**config.mk**
```make
export PLATFORM = sky130hd
export DESIGN_NAME = stlp_sigmoid
export DESIGN_NICKNAME = d
export VERILOG_FILES = /design/src/rtl/stlp_pkg.sv /design/src/rtl/stlp_sigmoid.sv
export VERILOG_INCLUDE_DIRS = /design/src /design/src/rtl
export SDC_FILE = /design/constraint.sdc
export NUM_CORES = 1
export LEC_CHECK = 0
export BUFFER_PORTS_ARGS = -buffer_cell sky130_fd_sc_hd__buf_2
export CORE_MARGIN = 2
export CORE_UTILIZATION = 25
export DETAILED_ROUTE_END_ITERATION = 8
export PLACE_DENSITY = 0.43
export SLEW_MARGIN = 25
export SYNTH_ARGS = -nofsm -noshare
export SYNTH_HDL_FRONTEND = slang
export SYNTH_SLANG_ARGS = --single-unit
```
**constraint.sdc**
```tcl
create_clock -name clk -period 25.4 [get_ports clk]
set_clock_uncertainty 0.1 [all_clocks]
set_input_delay 3.81 -clock clk [delete_from_list [all_inputs] [get_ports clk]]
set_output_delay 3.81 -clock clk [all_outputs]
set_load 0.05 [all_outputs]
```
**src/rtl/assert_macros.svh**
```systemverilog
// ----------------------------------------------------------------------------
// Assertion macros
// Shared concurrent assertion forms for the RTL of the leaf probability block.
// ----------------------------------------------------------------------------
`ifndef ASSERT_MACROS_SVH
`define ASSERT_MACROS_SVH

// Implication checked at every rising edge of clk outside reset.
`define ASSERT_CLK(label, prop, msg) \
  label: assert property (@(posedge clk) disable iff (!rst_n) prop) else $error(msg);

// Property checked at every rising edge of clk, reset included.
`define ASSERT_ALWAYS(label, prop, msg) \
  label: assert property (@(posedge clk) prop) else $error(msg);

`endif

```
**src/rtl/stlp_pkg.sv**
```systemverilog
// ----------------------------------------------------------------------------
// stlp_pkg
// Types, constants and the sigmoid table of the soft tree leaf probability block.
// ----------------------------------------------------------------------------
package stlp_pkg;

  localparam int MaxEntriesDef  = 64;
  localparam int MaxLeavesDef   = 32;
  localparam int MaxFeaturesDef = 64;

  localparam logic [16:0] ONE_Q16 = 17'd65536;

  localparam logic [1:0] CFG_INV_TAU     = 2'd0;
  localparam logic [1:0] CFG_NUM_ENTRIES = 2'd1;
  localparam logic [1:0] CFG_NUM_LEAVES  = 2'd2;

  localparam logic MODE_LOAD    = 1'b0;
  localparam logic MODE_FEATURE = 1'b1;

  typedef struct packed {
    logic [4:0]         slot;
    logic signed [15:0] split;
    logic               left;
    logic [5:0]         feat;
  } anc_t;

  typedef struct packed {
    logic               vld;
    logic signed [16:0] d;
    logic               left;
  } sig_req_t;

  typedef struct packed {
    logic        vld;
    logic [16:0] p;
  } sig_rsp_t;

  function automatic logic [15:0] sig_tab(input logic [3:0] k);
    logic [15:0] v;
    case (k)
      4'd0:    v = 16'd32768;
      4'd1:    v = 16'd47911;
      4'd2:    v = 16'd57724;
      4'd3:    v = 16'd62428;
      4'd4:    v = 16'd64357;
      4'd5:    v = 16'd65097;
      4'd6:    v = 16'd65374;
      4'd7:    v = 16'd65476;
      default: v = 16'd65514;
    endcase
    return v;
  endfunction

endpackage

```
**src/rtl/stlp_sigmoid.sv**
```systemverilog
// ----------------------------------------------------------------------------
// stlp_sigmoid
// Three-stage branch probability unit: scaling, table interpolation, branch side.
// ----------------------------------------------------------------------------
`include "assert_macros.svh"

module stlp_sigmoid
  import stlp_pkg::*;
(
  input  logic        clk,
  input  logic        rst_n,
  input  logic [15:0] inv_tau,
  input  sig_req_t    req,
  output sig_rsp_t    rsp
);

  logic        v1_r, v2_r, v3_r;
  logic        neg1_r, left1_r, flip2_r;
  logic [15:0] m1_r;
  logic        sat2_r;
  logic [15:0] base2_r;
  logic [27:0] prod2_r;
  logic [16:0] p3_r;

  logic [16:0] mag;
  logic [32:0] scaled;
  logic [24:0] zq;
  logic [15:0] m_nxt;
  logic [3:0]  ti;
  logic [15:0] diff;
  logic [16:0] s_val;
  logic [16:0] p_nxt;

  always_comb begin
    mag    = req.d[16] ? 17'(-req.d) : 17'(req.d);
    scaled = 33'(mag) * 33'(inv_tau);
    zq     = scaled[32:8];
    m_nxt  = (zq > 25'd32768) ? 16'd32768 : zq[15:0];
    ti     = m1_r[15:12];
    diff   = sig_tab(ti + 4'd1) - sig_tab(ti);
    s_val  = 17'(base2_r) + 17'((prod2_r + 28'd2048) >> 12);
    p_nxt  = flip2_r ? (ONE_Q16 - s_val) : s_val;
  end

  always_ff @(posedge clk) begin
    if (!rst_n) begin
      v1_r <= 1'b0;
      v2_r <= 1'b0;
      v3_r <= 1'b0;
    end else begin
      v1_r <= req.vld;
      v2_r <= v1_r;
      v3_r <= v2_r;
    end
  end

  always_ff @(posedge clk) begin
    neg1_r  <= req.d[16];
    left1_r <= req.left;
    m1_r    <= m_nxt;
    flip2_r <= neg1_r ^ ~left1_r;
    sat2_r  <= (ti >= 4'd8);
    base2_r <= sig_tab(ti);
    prod2_r <= (ti >= 4'd8) ? 28'd0 : 28'(diff) * 28'(m1_r[11:0]);
    p3_r    <= sat2_r ? (flip2_r ? (ONE_Q16 - 17'(sig_tab(4'd8))) : 17'(sig_tab(4'd8)))
                      : p_nxt;
  end

  assign rsp.vld = v3_r;
  assign rsp.p   = p3_r;

  `ASSERT_CLK(a_p_range, v3_r |-> p3_r <= ONE_Q16, "branch probability above one")
  `ASSERT_CLK(a_latency, req.vld |-> ##3 v3_r, "branch probability latency broken")

endmodule

```
==> reports/results.tsv, run 1 <==
stage	metric	value	unit
sta	Setup violations, final	0	
floorplan	die width	285	µm
logic_synthesis	area leader, netlist	fa_1	
sta	setup TNS	0	ns
drt	total number of vias	15022	
floorplan	Die Y	285	µm
setup_path	CP endpoint kind	flop	
floorplan	Top Ports	55	
clocking	CTS root buf	clkbuf_16	
final_layout	fillers	8376	
setup_path	Crit-path slowest cell	or4_1	
final_layout	layout cells sized above 1	5.87	%
setup_path	critical path's most frequent cell	fa_1	
final_layout	ANT cells	0	
clocking	postcts setup bufs	0	
drt	DRT antenna net count	0	
logic_synthesis	syn_nets	2890	
global_routing	GRT overflow	0	
logic_synthesis	Post-synth EDFFs	0	
setup_path	CP Launch Type	primary input	
clocking	Sink Count	82	
sta	RSZ-0062 raised after global routing	false	
logic_synthesis	FFs w/ async S/R, synth	0	%
drt	initial drt markers	681	
clocking	CTS Buffer Depth	2	
logic_synthesis	top cell type's share of synthesized area	35.3	%
logic_synthesis	cell count after synthesis	2297	
sta	fmax	0.0784	GHz
setup_path	R2R setup slack	15.77	ns
global_routing	first-pass GRT wire length	87000	µm
logic_synthesis	Mean Syn Cell Area	8.59	µm²
worst_hold_path	Worst Hold Class	flop to flop	
final_layout	Multi-input gate area	16100	µm²
logic_synthesis	Top FF cell, synth	dfxtp_1	
logic_synthesis	Synth area leaders	fa_1 (35%), ha_1 (13%), dfxtp_1 (8.3%)	
sta	final hold violation count	0	
floorplan	Starting Density	25.4	%
logic_synthesis	top-count cell post-synth	inv_1	
clocking	Clk Latency, worst-skew pair	0.34	ns
clocking	post-CTS sizing	0	
clocking	# H-tree levels	3	
final_layout	Total Nets Final	2887	
drt	DRC viols	0	
place	routability cong.	0.799	
job	Max-Cap Viols	0	
setup_path	WP data arrival	12.89	ns
setup_path	CP peak stage delay	0.56	ns
setup_path	Setup CP Type	primary input to flop	
global_routing	initial antenna violation count	0	
setup_path	Worst Path Buf+Inv	5	
logic_synthesis	#FFs+latches synth	82	
sta	Min Clock Period, post-route	12.76	ns
drt	TritonRoute pass-1 iters	6	
drt	vias per inst	4.50	
clocking	CTS tree	yes	
global_routing	Total GRT Usage	13.2	%
setup_path	Worst Path Required	25.53	ns
global_routing	vias in the first global route	16238	
drt	drt total wl	52600	µm
setup_path	Crit Path Max Fanout	16	
place	Placed Area	21200	µm²
global_routing	pin count of the biggest net entering global routing	44	
final_layout	fin area	21500	µm²
sta	Final period util	50.2	%
place	# port buffers	54	
final_layout	Layout Area Growth over Synthesis	9.08	%
logic_synthesis	synth warn	0	
sta	Slew HR	30.7	%
outcome	status	finished clean	
floorplan	row cnt	102	
sta	max-slew violations	0	
sta	Least-Margin Pin Slew	1.03	ns
drt	WL/cell	15.7	µm
clocking	clk slew on worst S/H paths	0.07	ns
logic_synthesis	top post-synthesis cells by count	inv_1 (427), fa_1 (348), nand2_1 (346), ha_1 (208), and2_1 (183)	
floorplan	Die Area	81200	µm²
logic_synthesis	Seq/Total Area, Yosys	8.32	%
clocking	TritonCTS Buffers	9	
final_layout	Reg area	1640	µm²
clocking	# hold bufs at CTS	0	
place	DP Wirelength	43300	µm
logic_synthesis	post-synth cell types	82	
floorplan	core box area	77700	µm²
setup_path	CP top delay family	adder cells	
logic_synthesis	Post-Syn Area	19700	µm²
==> cells by family after synthesis <==
group	Yosys count	share of synthesized area [%]
compound gates	254	8.75
xor+xnor	88	3.95
fa+ha+maj	556	48.5
buf+inv	526	10.1
flops	82	8.32
mux	13	0.749
simple gates	778	19.6
==> worst paths after layout <==
path                                     startpoint                endpoint  cells after the start
worst max-delay path                         req[7]                    flop                     29
worst max register to register  m1_r[14]$_SDFF_PP0_  prod2_r[25]$_SDFF_PP0_                     27
worst min-delay path                left1_r$_DFF_P_         flip2_r$_DFF_P_                      1
worst min register to register      left1_r$_DFF_P_         flip2_r$_DFF_P_                      1
==> area by class of cell <==
type	count	area share, %
Sequential cell	82	7.63
Multi-Input combinational cell	1689	75.0
Clock inverter	7	0.489
Clock buffer	9	1.05
Tap cell	1040	6.05
Timing Repair Buffer	84	2.30
Inverter	428	7.47
==> layout by cell type, fill, tap and decap left out, types with 12 or more instances in the layout <==
cell        n
a21o_1     33
a21oi_1    59
and2_1    183
buf_2      54
buf_4      29
dfxtp_1    82
fa_1      348
ha_1      208
inv_1     427
nand2_1   346
nand2b_1   15
nand3_1    25
nand4_1    15
nor2_1     82
nor2b_1    22
nor3_1     30
o21a_1     12
o21ai_0    46
o21bai_1   12
o31ai_1    12
or3_1      12
xnor2_1    52
xor2_1     29
==> stage by stage <==
stage | setup slack (ns) | hold WS, ns | util [%] | cells
2_1_floorplan | 12.92 | 0.304 | - | 2297
3_3_place_gp | 12.41 | 0.316 | 27.2 | 3322
3_5_place_dp | 12.27 | 0.321 | 27.2 | 3322
4_1_cts | 12.63 | 0.330 | 27.7 | 3338
5_1_grt | 12.17 | 0.351 | 27.7 | 3339
6_report | 12.64 | 0.323 | 27.7 | 3339
==> layer usage <==
layer	routed length, µm	share of wire [%]	up-vias	global-route usage, %
li1	-	-	7138	-
met1	24000	46	7605	17.6
met2	26200	50	243	23.4
met3	1660	3.2	36	1.36
met4	719	1.4	0	2.50
met5	0	0	-	0
Power of run 1 is not shown: default switching activity piles up to over one toggle a cycle in this logic, so the estimate is an artifact.
==> inputs of run 2 (changes only) <==
==> constraint.sdc (replaced) <==
create_clock -name clk -period 12.1 [get_ports clk]
set_clock_uncertainty 0.1 [all_clocks]
set_input_delay 1.815 -clock clk [delete_from_list [all_inputs] [get_ports clk]]
set_output_delay 1.815 -clock clk [all_outputs]
set_load 0.05 [all_outputs]
==> run 2 against run 1 <==
Cell count increased by 0.12%. Wire length increased by 0.69%. Critical path depth did not move. Register-to-register slack worse by 13 ns. Worst hold slack better by 0.010 ns. Global-route usage is 0.17 points higher. Largest cell class unchanged. Clock-buffer cell count unchanged. First-iteration DRC count is 5.4% lower. Flip-flop and latch count did not move. Highest routed layer unchanged.
==> reports/results.tsv, run 2 (synthesized netlist as in run 1, its figures left out) <==
stage	metric	value	unit
floorplan	Top Ports	55	
setup_path	CP endpoint kind	flop	
setup_path	Crit-path slowest cell	or4b_4	
floorplan	Die Y	285	µm
clocking	postcts setup bufs	0	
clocking	# H-tree levels	3	
clocking	CTS root buf	clkbuf_16	
sta	RSZ-0062 raised after global routing	false	
sta	final hold violation count	0	
setup_path	CP peak stage delay	0.55	ns
place	routability cong.	0.818	
drt	initial drt markers	644	
floorplan	die width	285	µm
sta	Min Clock Period, post-route	10.95	ns
global_routing	pin count of the biggest net entering global routing	44	
final_layout	commonest non-fill, non-tap cells in the layout	inv_1 (427), fa_1 (348), nand2_1 (346)	
final_layout	Layout Area Growth over Synthesis	8.94	%
job	Max-Cap Viols	0	
worst_hold_path	Worst Hold Class	flop to flop	
floorplan	row cnt	102	
sta	Setup violations, final	0	
floorplan	Die Area	81200	µm²
worst_hold_path	worst hold path depth	1	
floorplan	core box area	77700	µm²
global_routing	initial antenna violation count	0	
setup_path	cells on worst reg2reg path	27	
setup_path	WP data arrival	11.09	ns
final_layout	most common cell after layout, fill and taps aside	inv_1	
sta	Final period util	90.5	%
clocking	TritonCTS Buffers	9	
setup_path	critical path's most frequent cell	fa_1	
drt	drt total wl	53000	µm
clocking	CTS tree	yes	
setup_path	Worst Path Required	12.24	ns
setup_path	Setup CP Type	primary input to flop	
place	# port buffers	54	
sta	setup TNS	0	ns
clocking	Clk Latency, worst-skew pair	0.35	ns
setup_path	Crit Path Max Fanout	16	
drt	vias per inst	4.49	
sta	Slew HR	39.7	%
place	DP Wirelength	44000	µm
drt	DRC viols	0	
final_layout	layout cells sized above 1	5.91	%
final_layout	Total Nets Final	2891	
final_layout	ANT cells	0	
floorplan	Starting Density	25.4	%
drt	WL/cell	15.8	µm
drt	TritonRoute pass-1 iters	5	
clocking	post-CTS sizing	0	
global_routing	vias in the first global route	16406	
sta	max-slew violations	0	
global_routing	GRT overflow	0	
global_routing	Total GRT Usage	13.4	%
drt	DRT antenna net count	0	
clocking	CTS Buffer Depth	2	
global_routing	first-pass GRT wire length	88000	µm
clocking	# hold bufs at CTS	0	
drt	total number of vias	15002	
outcome	status	finished clean	
clocking	clk slew on worst S/H paths	0.08	ns
clocking	Sink Count	82	
sta	Least-Margin Pin Slew	0.903	ns
setup_path	CP Launch Type	primary input	
sta	fmax	0.0913	GHz
==> run 2: changes by cell type in the layout (fill, tap and decap cells not counted), moves of 2 or more <==
cell / previous run / this run
clkinv_8: 0 / 2
bufinv_16: 2 / 0
xnor2_1: 52 / 55
xnor2_2: 6 / 4
buf_4: 29 / 34
==> run 2: cell type report <==
type	instances	area, µm²
clock buffer	9	225
tap	1040	1300
timing repair buffer	88	526
clock inverter	7	81.3
inverter	428	1610
sequential	82	1640
fill	8421	56200
multi-input combinational	1689	16100
==> run 2: per-stage QoR <==
stage | cells | hold WS, ns | util [%] | cell area (µm²) | setup slack [ns]
after global placement | 3327 | 0.315 | 27.2 | 21200 | 0.753
final | 3343 | 0.333 | 27.6 | 21500 | 1.15
after floorplan | 2297 | 0.304 | - | 19700 | 1.62
after CTS | 3343 | 0.340 | 27.6 | 21500 | 1.16
after global routing | 3343 | 0.347 | 27.6 | 21500 | 0.570
after detailed placement | 3327 | 0.324 | 27.2 | 21200 | 0.801
==> run 2: path summary, 6_finish.rpt <==
kind | end | slack, ns | start
max | flop | 1.15 | req[8]
min | flip2_r$_DFF_P_ | 0.33 | left1_r$_DFF_P_
max reg2reg | prod2_r[25]$_SDFF_PP0_ | 2.44 | m1_r[14]$_SDFF_PP0_
min reg2reg | flip2_r$_DFF_P_ | 0.33 | left1_r$_DFF_P_
==> run 2: worst max-delay path: cells and delay by family <==
family / cells / cell delay (ns)
adder cells (fa/ha/maj): 8 / 3.74
multiplexers: 1 / 0.26
buffers and inverters: 5 / 0.33
AND/OR/NAND/NOR: 7 / 2.84
AO/OA/AOI/OAI: 7 / 1.75
XOR/XNOR: 1 / 0.31
==> run 2: metal layers <==
layer	part of all wire, %	global-route usage (%)	wire length (µm)
met3	2.5	1.07	1310
met5	0	0	0
met2	49	23.2	26000
met4	1.8	3.28	958
met1	47	18.1	24700
Power of run 2 is left out for the same reason.
==> inputs of run 3 (changes only) <==
--- a/config.mk
+++ b/config.mk
@@ -7,7 +7,7 @@
 export NUM_CORES = 1
 export LEC_CHECK = 0
 export BUFFER_PORTS_ARGS = -buffer_cell sky130_fd_sc_hd__buf_2
-export CORE_MARGIN = 2
+export CAP_MARGIN = 20
 export CORE_UTILIZATION = 25
 export DETAILED_ROUTE_END_ITERATION = 8
 export PLACE_DENSITY = 0.43
==> run 3 against run 2 <==
Clock-buffer cell count is the same. Via count shrank 0.51%. Sequential share of layout area is essentially flat. Utilization is essentially flat. Largest cell class unchanged.
==> reports/results.tsv, run 3 (synthesized netlist as in run 1, its figures left out) <==
stage	metric	value	unit
global_routing	initial antenna violation count	0	
worst_hold_path	Worst Hold Class	flop to flop	
final_layout	layout cells sized above 1	5.79	%
setup_path	WP data arrival	10.97	ns
drt	total number of vias	14926	
clocking	CTS root buf	clkbuf_16	
drt	WL/cell	15.6	µm
floorplan	Die Area	80000	µm²
clocking	post-CTS sizing	0	
place	placed cells	3323	
sta	RSZ-0062 raised after global routing	false	
drt	vias per inst	4.47	
clocking	CTS Buffer Depth	2	
floorplan	Starting Density	25.4	%
clocking	CTS tree	yes	
drt	drt total wl	52200	µm
sta	Final period util	89.6	%
setup_path	CP Launch Type	primary input	
final_layout	most common cell after layout, fill and taps aside	inv_1	
clocking	# H-tree levels	3	
clocking	# hold bufs at CTS	0	
final_layout	Layout Area Growth over Synthesis	8.84	%
final_layout	Total Nets Final	2887	
final_layout	Multi-input gate area	16100	µm²
global_routing	met1 Use GR	18.2	%
setup_path	critical path's most frequent cell	fa_1	
global_routing	grt met2 use	23.4	%
sta	max-slew violations	0	
setup_path	CP peak stage delay	0.56	ns
floorplan	Die Y	283	µm
clocking	Clk Latency, worst-skew pair	0.34	ns
sta	Least-Margin Pin Slew	1.04	ns
setup_path	Worst Path Required	12.23	ns
global_routing	met3 Usage GRT	1.73	%
drt	initial drt markers	639	
sta	fmax	0.0922	GHz
sta	Setup violations, final	0	
global_routing	GRT overflow	0	
final_layout	ANT cells	0	
drt	DRC viols	0	
clocking	clk slew on worst S/H paths	0.06	ns
sta	final hold violation count	0	
global_routing	first-pass GRT wire length	86500	µm
setup_path	Setup CP Type	primary input to flop	
place	# port buffers	54	
floorplan	Top Ports	55	
sta	setup TNS	0	ns
drt	DRT antenna net count	0	
clocking	TritonCTS Buffers	9	
floorplan	row cnt	102	
global_routing	GR peak layer	met2	
place	DP Wirelength	42300	µm
sta	Min Clock Period, post-route	10.84	ns
floorplan	core box area	77700	µm²
final_layout	commonest non-fill, non-tap cells in the layout	inv_1 (427), fa_1 (348), nand2_1 (346)	
final_layout	fillers	8379	
sta	Slew HR	30.2	%
global_routing	pin count of the biggest net entering global routing	44	
clocking	postcts setup bufs	0	
clocking	Sink Count	82	
global_routing	vias in the first global route	16367	
global_routing	Total GRT Usage	13.6	%
job	Max-Cap Viols	0	
final_layout	Reg area	1640	µm²
outcome	status	finished clean	
setup_path	Crit-path slowest cell	or4_1	
floorplan	die width	283	µm
drt	TritonRoute pass-1 iters	5	
final_layout	final non-filler cell total	3339	
setup_path	CP endpoint kind	flop	
setup_path	Crit Path Max Fanout	16	
place	routability cong.	0.840	
-- run 3: cell types whose count changed in the layout (fill, tap and decap cells not counted), sizes merged --
cell	change
buf	-4
bufinv	+1
clkinv	-1
clkinvlp	+1
inv	-1
-- run 3: area by class of cell --
class	instances	share of cell area, %
well taps	1040	6.06
repair buffers	84	2.31
inverters	428	7.48
flip-flops and latches	82	7.65
multi-input cells	1689	75.1
clock buffers	9	1.05
clock inverters	7	0.391
-- run 3: through the flow --
step	worst slack, ns	hold slack [ns]	cell area [µm²]	utilization [%]
final	1.26	0.335	21500	27.6
after global routing	0.858	0.351	21500	27.6
after CTS	1.27	0.343	21500	27.6
after detailed placement	0.895	0.326	21200	27.2
after global placement	1.10	0.316	21200	27.2
after floorplan	1.62	0.304	19700	-
-- run 3: layer usage --
metal / vias to the layer above / wire length (µm)
li1: 7137 / -
met1: 7485 / 24800
met2: 260 / 24600
met3: 44 / 1960
met4: 0 / 787
met5: - / 0
-- run 3: worst max-delay path, delay by kind of cell --
family	cells	cell delay, ns
adders and majority gates	8	3.81
and+or+nand+nor	7	2.74
AOI/OAI and AO/OA	7	1.68
buffers and inverters	5	0.51
muxes	1	0.26
xor gates and xnor gates	1	0.15
-- run 3: worst paths after layout --
check | startpoint | end | slack (ns) | cells past startpoint
hold / removal | v2_r$_SDFF_PN0_ | v3_r$_SDFF_PN0_ | 0.33 | 1
setup reg to reg | m1_r[14]$_SDFF_PP0_ | prod2_r[25]$_SDFF_PP0_ | 2.62 | 27
setup / recovery | req[7] | flop | 1.26 | 29
hold reg to reg | v2_r$_SDFF_PN0_ | v3_r$_SDFF_PN0_ | 0.33 | 1
Power of run 3 is left out for the same reason.
